===== src/design/timed_event_queue_core_assert.svh =====
// assertion macros shared by the timed event queue rtl
// expects clk and rst_n in the scope where the macros are used
`ifndef TIMED_EVENT_QUEUE_CORE_ASSERT_SVH
`define TIMED_EVENT_QUEUE_CORE_ASSERT_SVH

// property that must hold at every clock edge out of reset
`define TEQ_ALWAYS(lbl, expr, msg) \
  lbl: assert property (@(posedge clk) disable iff (!rst_n) (expr)) else $error(msg);

// antecedent in this cycle implies consequent in the same cycle
`define TEQ_IMPLY(lbl, ante, cons, msg) \
  lbl: assert property (@(posedge clk) disable iff (!rst_n) (ante) |-> (cons)) else $error(msg);

`endif


===== src/design/teq_pkg.sv =====
// shared types, codes and helpers for the timed event queue
// no dependencies
package teq_pkg;

  localparam int QUEUE_DEPTH = 16;
  localparam int MAX_OUT     = 16;
  localparam int POS_W       = $clog2(QUEUE_DEPTH);
  localparam int CNT_W       = $clog2(QUEUE_DEPTH + 1);
  localparam int NOUT_W      = $clog2(MAX_OUT);

  localparam int KIND_W   = 2;
  localparam int DELAY_W  = 24;
  localparam int SERIAL_W = 32;
  localparam int TIME_W   = 32;
  localparam int STATUS_W = 3;

  typedef enum logic [KIND_W-1:0] {
    KIND_POST   = 2'd0,
    KIND_CANCEL = 2'd1,
    KIND_TICK   = 2'd2
  } teq_kind_t;

  localparam logic [STATUS_W-1:0] ST_POSTED    = 3'd0;
  localparam logic [STATUS_W-1:0] ST_FULL      = 3'd1;
  localparam logic [STATUS_W-1:0] ST_CANCELLED = 3'd2;
  localparam logic [STATUS_W-1:0] ST_NOT_FOUND = 3'd3;
  localparam logic [STATUS_W-1:0] ST_EXPIRED   = 3'd4;

  // controller to datapath
  typedef struct packed {
    logic load;        // latch accepted beat
    logic scan;        // register search mask
    logic exec;        // apply post or cancel, load result
    logic emit;        // pop head as expired result
    logic force_last;  // emit is the final one allowed for this tick
  } teq_cmd_t;

  // datapath to controller
  typedef struct packed {
    logic head_due;    // queue not empty and head is due
    logic emit_last;   // an emit now would be the final result
    logic out_free;    // result register can take a beat
  } teq_status_t;

  // a at or before b, wrapping signed difference
  function automatic logic not_later(input logic [TIME_W-1:0] a,
                                     input logic [TIME_W-1:0] b);
    logic [TIME_W-1:0] d;
    d = a - b;
    return (d == '0) || d[TIME_W-1];
  endfunction

endpackage


===== src/design/teq_ctrl.sv =====
// controller state machine for the timed event queue
// depends on teq_pkg
module teq_ctrl (
  input  logic                         clk,
  input  logic                         rst_n,
  input  logic                         in_valid,
  input  logic [teq_pkg::KIND_W-1:0]   in_kind,
  output logic                         in_ready,
  input  teq_pkg::teq_status_t         st,
  output teq_pkg::teq_cmd_t            cmd
);
  import teq_pkg::*;

  typedef enum logic [3:0] {
    S_IDLE = 4'b0001,
    S_SCAN = 4'b0010,
    S_EXEC = 4'b0100,
    S_TICK = 4'b1000
  } state_t;

  state_t              state_r, state_nxt;
  logic [NOUT_W-1:0]   nout_r, nout_nxt;

  always_comb begin
    state_nxt = state_r;
    nout_nxt  = nout_r;
    in_ready  = 1'b0;
    cmd       = '0;
    case (state_r)
      S_IDLE: begin
        in_ready = 1'b1;
        if (in_valid) begin
          cmd.load = 1'b1;
          case (teq_kind_t'(in_kind))
            KIND_POST, KIND_CANCEL: state_nxt = S_SCAN;
            KIND_TICK: begin
              state_nxt = S_TICK;
              nout_nxt  = '0;
            end
            default: state_nxt = S_IDLE;
          endcase
        end
      end
      S_SCAN: begin
        cmd.scan  = 1'b1;
        state_nxt = S_EXEC;
      end
      S_EXEC: begin
        if (st.out_free) begin
          cmd.exec  = 1'b1;
          state_nxt = S_IDLE;
        end
      end
      S_TICK: begin
        if (!st.head_due) begin
          state_nxt = S_IDLE;
        end else if (st.out_free) begin
          cmd.emit       = 1'b1;
          cmd.force_last = (nout_r == NOUT_W'(MAX_OUT - 1));
          nout_nxt       = nout_r + 1'b1;
          if (st.emit_last || cmd.force_last) state_nxt = S_IDLE;
        end
      end
      default: state_nxt = S_IDLE;
    endcase
  end

  always_ff @(posedge clk) begin
    if (!rst_n) begin
      state_r <= S_IDLE;
      nout_r  <= '0;
    end else begin
      state_r <= state_nxt;
      nout_r  <= nout_nxt;
    end
  end

endmodule


===== config.mk =====
export PLATFORM = sky130hd
export DESIGN_NAME = teq_ctrl
export DESIGN_NICKNAME = d
export VERILOG_FILES = /design/src/design/timed_event_queue_core_assert.svh /design/src/design/teq_pkg.sv /design/src/design/teq_ctrl.sv
export SDC_FILE = /design/constraint.sdc
export NUM_CORES = 1
export LEC_CHECK = 0
export BUFFER_PORTS_ARGS = -buffer_cell sky130_fd_sc_hd__buf_4
export CORE_AREA = 2 2 39 41
export CTS_CLUSTER_SIZE = 14
export DETAILED_ROUTE_END_ITERATION = 12
export DIE_AREA = 0 0 41 43
export GPL_ROUTABILITY_DRIVEN = 0
export SYNTH_ARGS = -nofsm -noshare
export SYNTH_HDL_FRONTEND = slang
export SYNTH_SLANG_ARGS = --single-unit

===== constraint.sdc =====
create_clock -name clk -period 2.9 [get_ports clk]
set_input_delay 0.29 -clock clk [delete_from_list [all_inputs] [get_ports clk]]
set_output_delay 0.29 -clock clk [all_outputs]
set_load 0.01 [all_outputs]

==> flow_metrics.env, run 1 <==
export IMPL_outcome="completed"
export IMPL_synth_area_um2=500
export IMPL_fmax_mhz=548
export IMPL_diodes=0
export IMPL_grt_max_degree=11
export IMPL_root_buffer="clkbuf_4"
export IMPL_grt_first_pass_wirelength_um=1550
export IMPL_r2r_end="nout_r[3]"
export IMPL_path_class="reg2out"
export IMPL_cts_tree="built"
export IMPL_ant_nets=0
export IMPL_hold_end="state_r[0]"
export IMPL_synth_top_area_share_pct=32.0
export IMPL_synthArstFlopShare_pct=0
export IMPL_firstDrtPassIters=4
export IMPL_min_period_over_period_pct=62.9
export IMPL_synth_main_ff_cell="dfxtp_1"
export IMPL_syn_num_nets=59
export IMPL_cp_end_kind="primary output"
export IMPL_fin_area_um2=637
export IMPL_cap_viol_max_count=0
export IMPL_ys_ff_latch=8
export IMPL_ff_latch_area_um2=160
export IMPL_io_pins=14
export IMPL_ir_drop_mv=0.265
export IMPL_floorplan_rows=14
export IMPL_finalWorstSetupSlack_ns=1.08
export IMPL_cts_buffer_depth=2
export IMPL_cellLeakagePower_nw=0.263
export IMPL_reg2reg_slack_ns=1.28
export IMPL_syn2layout_area_growth_pct=27.3
export IMPL_critPathLaunch="state_r[3]"
export IMPL_yosys_cell_types_count=31
export IMPL_synth_area_leaders="dfxtp_1 32%, nor4b_4 9.5%, nand4b_4 4.8%"
export IMPL_post_dp_hpwl_um=776
export IMPL_htreeDepth=1
export IMPL_ctsHoldBuffers=0
export IMPL_dpl_worst_slack_ns=1.27
export IMPL_synth_top_cell_by_area="dfxtp_1"
export IMPL_cp_max_fo=9
export IMPL_whs_path_depth=2
export IMPL_cts_clk_slew_worst_paths_ns=0.06
export IMPL_n_fill_cell=143
export IMPL_ys_seq_area_share_pct=32.0
export IMPL_wl_per_cell_um=12.1
export IMPL_setup_tns_ns=0
export IMPL_grt_overflow_total=0
export IMPL_crit_required_ns=2.61
export IMPL_antenna_found_initial=0
export IMPL_dieArea_um2=1760
export IMPL_die_x_um=41
export IMPL_post_synth_top_count_cell="dfxtp_1"
export IMPL_timing_rr_start="state_r[3]"
export IMPL_vias=452
export IMPL_syn_avg_cell_area_um2=10.0
export IMPL_cp_arrival_ns=1.53
export IMPL_rr_worst_depth=4
export IMPL_multi_input_area_um2=333
export IMPL_finalWirelength_um=977
export IMPL_cts_sinks=8
export IMPL_slew_headroom_pct=66.2
export IMPL_hold_class="in2reg"
export IMPL_p_per_area_nw_per_um2=387
export IMPL_grt_pass1_vias=389
export IMPL_grt_total_usage_pct=13.6
export IMPL_ctsResizeCount=0
export IMPL_start_kind="flip-flop"
export IMPL_drive_gt1_share_pct=40.0
export IMPL_nets=76
export IMPL_core_um2=1380
export IMPL_finalSetupViolCount=0
export IMPL_maxSlewViolCount=0
export IMPL_synth_edf_count=0
export IMPL_final_setup_skew_ns=0.00130
export IMPL_die_h_um=43
export IMPL_initial_core_util_pct=36.2
export IMPL_drc_errors=0
export IMPL_finalHoldViolCount=0
export IMPL_yosys_warnings=0
export IMPL_synth_cells=50
export IMPL_rsz0062_at_grt="no"
export IMPL_ys_top_cells_by_count="8 x dfxtp_1, 4 x nand2_1, 3 x a21oi_1"
export IMPL_vias_per_cell=5.58
export IMPL_port_buffers=13
export IMPL_clock_latency_ns=0.25
export IMPL_dpl_cell_area_um2=614
export IMPL_hold_start="rst_n"
export IMPL_p_total_mw=0.247
export IMPL_tightest_slew_ns=0.501
export IMPL_cts_setup_buffers=0
export IMPL_period_minus_slack_ns=1.82
export IMPL_cts_made_buffers=3
export IMPL_drtIter0Drc=3
[critical path, stage by stage, from the launching register on]
cell,delay (ns)
dfxtp_1,0.47
nor4b_4,0.33
nand3_2,0.21
nor2_1,0.14
buf_4,0.12
[registers in the layout, indices dropped and copies added, names as in the netlist]
name / count
state_r: 4
nout_r: 4
[cells by family after synthesis]
| family | share of synthesized area (%) |
|---|---|
| DFF | 32.0 |
| and+or+nand+nor | 43.5 |
| buffers and inverters | 1.50 |
| adders and majority gates | 2.50 |
| AOI/OAI and AO/OA | 20.5 |
[per-layer routing]
layer	vias to the layer above	part of all wire (%)	wire, um	global-route usage, %
li1	223	-	-	-
met1	212	41	399	13.3
met2	15	50	489	21.9
met3	2	7.3	71	6.28
met4	0	1.6	16	8.00
met5	-	0	0	0
[cell usage in the layout (no fill, tap or decap), drive strengths merged, types with 2 or more instances in the layout]
master / instances
a21boi: 2
a21oi: 3
and3: 2
buf: 13
clkbuf: 3
dfxtp: 8
nand2: 4
nand3: 3
nand3b: 2
nor2: 2
nor2b: 2
nor4b: 3
o21a: 2
[worst max-delay path by stage]
stage | to | cells after the start
6_report | cmd[0] | 4
2_1_floorplan | nout_r[3] | 4
4_1_cts | cmd[0] | 4
5_1_grt | cmd[0] | 4
3_5_place_dp | nout_r[3] | 4
3_3_place_gp | nout_r[3] | 4
[stage by stage]
step | hold WS (ns) | util [%] | instances
final | 0.297 | 46.0 | 81
after detailed placement | 0.519 | 44.4 | 78
after global routing | 0.292 | 46.0 | 81
after floorplan | 0.475 | - | 50
after global placement | 0.519 | 44.4 | 78
after CTS | 0.292 | 46.0 | 81
[report_power, final]
group          internal, mW  switching (mW)  total, mW
Sequential            0.113         0.00486      0.117
Combinational        0.0240          0.0168     0.0408
Clock                0.0476          0.0409     0.0885
Total                 0.184          0.0626      0.247
[layout make-up]
class,instances,area share [%]
Clock buffer,3,3.54
Inverter,1,0.589
Sequential cell,8,25.1
Timing Repair Buffer,13,15.3
Multi-Input combinational cell,40,52.3
Tap cell,16,3.14
No activity file was read; power rests on OpenSTA's default activity.
==> run 2: changes to the inputs <==
clock period = 1.7 ns   (was 2.9 ns; I/O delays follow)
==> flow_metrics.env, run 2 (synthesized netlist as in run 1, its figures left out) <==
export IMPL_fmax_mhz=625
export IMPL_layout_common_cells="15 x buf_4, 6 x dfxtp_1, 4 x nand2_1, 3 x a21oi_1, 3 x clkbuf_4"
export IMPL_grt_pass1_vias=419
export IMPL_drtIter0Drc=2
export IMPL_grt_total_usage_pct=14.5
export IMPL_diodes=0
export IMPL_slew_headroom_pct=66.9
export IMPL_grt_max_degree=11
export IMPL_dpl_cell_area_um2=622
export IMPL_initial_core_util_pct=36.2
export IMPL_finalWirelength_um=964
export IMPL_p_int_mw=0.318
export IMPL_cts_made_buffers=3
export IMPL_timing_hold_ws_ns=0.184
export IMPL_layout_commonest_cell="buf_4"
export IMPL_setup_tns_ns=0
export IMPL_min_period_over_period_pct=94.1
export IMPL_root_buffer="clkbuf_4"
export IMPL_cts_tree="built"
export IMPL_slowest_stage="dfxtp_1"
export IMPL_die_h_um=43
export IMPL_wl_per_cell_um=11.6
export IMPL_syn2layout_area_growth_pct=30.8
export IMPL_crit_required_ns=1.53
export IMPL_cts_buffer_depth=2
export IMPL_core_um2=1380
export IMPL_ir_drop_mv=0.419
export IMPL_cap_viol_max_count=0
export IMPL_grt_first_pass_wirelength_um=1660
export IMPL_fin_area_um2=654
export IMPL_drc_errors=0
export IMPL_finalSetupViolCount=0
export IMPL_ant_nets=0
export IMPL_p_total_mw=0.417
export IMPL_cellLeakagePower_nw=0.274
export IMPL_die_x_um=41
export IMPL_maxSlewViolCount=0
export IMPL_largestRegisters="nout_r: 4 flops, state_r: 4 flops"
export IMPL_firstDrtPassIters=2
export IMPL_grt_overflow_total=0
export IMPL_cp_max_fo=5
export IMPL_n_fill_cell=153
export IMPL_port_buffers=13
export IMPL_tightest_slew_ns=0.490
export IMPL_period_minus_slack_ns=1.60
export IMPL_comb_power_share_pct=17.8
export IMPL_path_class="reg2out"
export IMPL_dieArea_um2=1760
export IMPL_start_kind="flip-flop"
export IMPL_cp_end_kind="primary output"
export IMPL_cts_sinks=8
export IMPL_htreeDepth=1
export IMPL_p_sw_mw=0.0985
export IMPL_p_clk_share_pct=34.0
export IMPL_swShare_pct=23.6
export IMPL_p_seq_share_pct=48.2
export IMPL_cp_arrival_ns=1.43
export IMPL_crit_path_frequent_cell="buf_4"
export IMPL_worstPathCellList="nor4b_4, buf_4, and2_2, buf_4"
export IMPL_final_setup_skew_ns=0.00387
export IMPL_placed_cells=79
export IMPL_antenna_found_initial=0
export IMPL_slowest_delay_ns=0.43
export IMPL_floorplan_rows=14
export IMPL_post_dp_hpwl_um=771
export IMPL_drive_gt1_share_pct=44.8
export IMPL_finalHoldViolCount=0
export IMPL_hold_class="in2reg"
export IMPL_p_per_area_nw_per_um2=637
export IMPL_cts_clk_slew_worst_paths_ns=0.06
export IMPL_vias=439
export IMPL_clock_latency_ns=0.25
export IMPL_fin_cells=83
export IMPL_outcome="completed"
export IMPL_io_pins=14
export IMPL_nets=78
export IMPL_vias_per_cell=5.29
[run 2: path summary, 6_finish.rpt]
kind,startpoint,end,slack (ns),depth (start not counted)
worst min-delay path,rst_n,state_r[0],0.18,2
worst max register to register,state_r[0],nout_r[3],0.17,4
worst max-delay path,state_r[0],cmd[4],0.10,4
worst min register to register,state_r[3],state_r[3],0.52,2
[run 2: critical path: cells and delay by family, from the launching register on]
family / cells / cell delay, ns
flip-flops: 1 / 0.43
AND/OR/NAND/NOR: 2 / 0.46
buffers and inverters: 2 / 0.29
[run 2: final cells by class]
cell class | instances | area, um2 | area share [%]
inverters | 1 | 3.75 | 0.574
flip-flops and latches | 8 | 163 | 24.9
well taps | 16 | 20.0 | 3.06
multi-input cells | 40 | 333 | 50.9
clock buffers | 3 | 22.5 | 3.44
repair buffers | 15 | 113 | 17.2
[run 2: power by group through the flow]
stage / Clock (mW) / Sequential (mW) / Combinational, mW
after floorplan: 0 / 0.203 / 0.0396
after global placement: 0 / 0.205 / 0.0748
after detailed placement: 0 / 0.205 / 0.0750
after CTS: 0.149 / 0.201 / 0.0758
after global routing: 0.168 / 0.201 / 0.0810
final: 0.142 / 0.201 / 0.0741
[run 2: layer usage]
metal / track usage [%] / wire length [um]
met1: 14.7 / 422
met2: 22.5 / 484
met3: 7.85 / 57
met4: 8.00 / 0
met5: 0 / 0
[run 2: per-stage QoR]
| step | utilization (%) | worst slack (ns) |
|---|---|---|
| 6_report | 47.3 | 0.101 |
| 5_1_grt | 47.3 | -0.000234 |
| 4_1_cts | 47.1 | 0.0489 |
| 3_5_place_dp | 44.9 | 0.0963 |
| 3_3_place_gp | 44.9 | 0.124 |
| 2_1_floorplan | - | 0.131 |
[run 2: timing repair]
| item | 4_1_cts | 5_1_grt |
|---|---|---|
| setup endpoints to repair | 1 | 5 |
| resized for setup | 0 | 2 |
| buffers inserted | 1 | 0 |
| hold buffers | 0 | 0 |
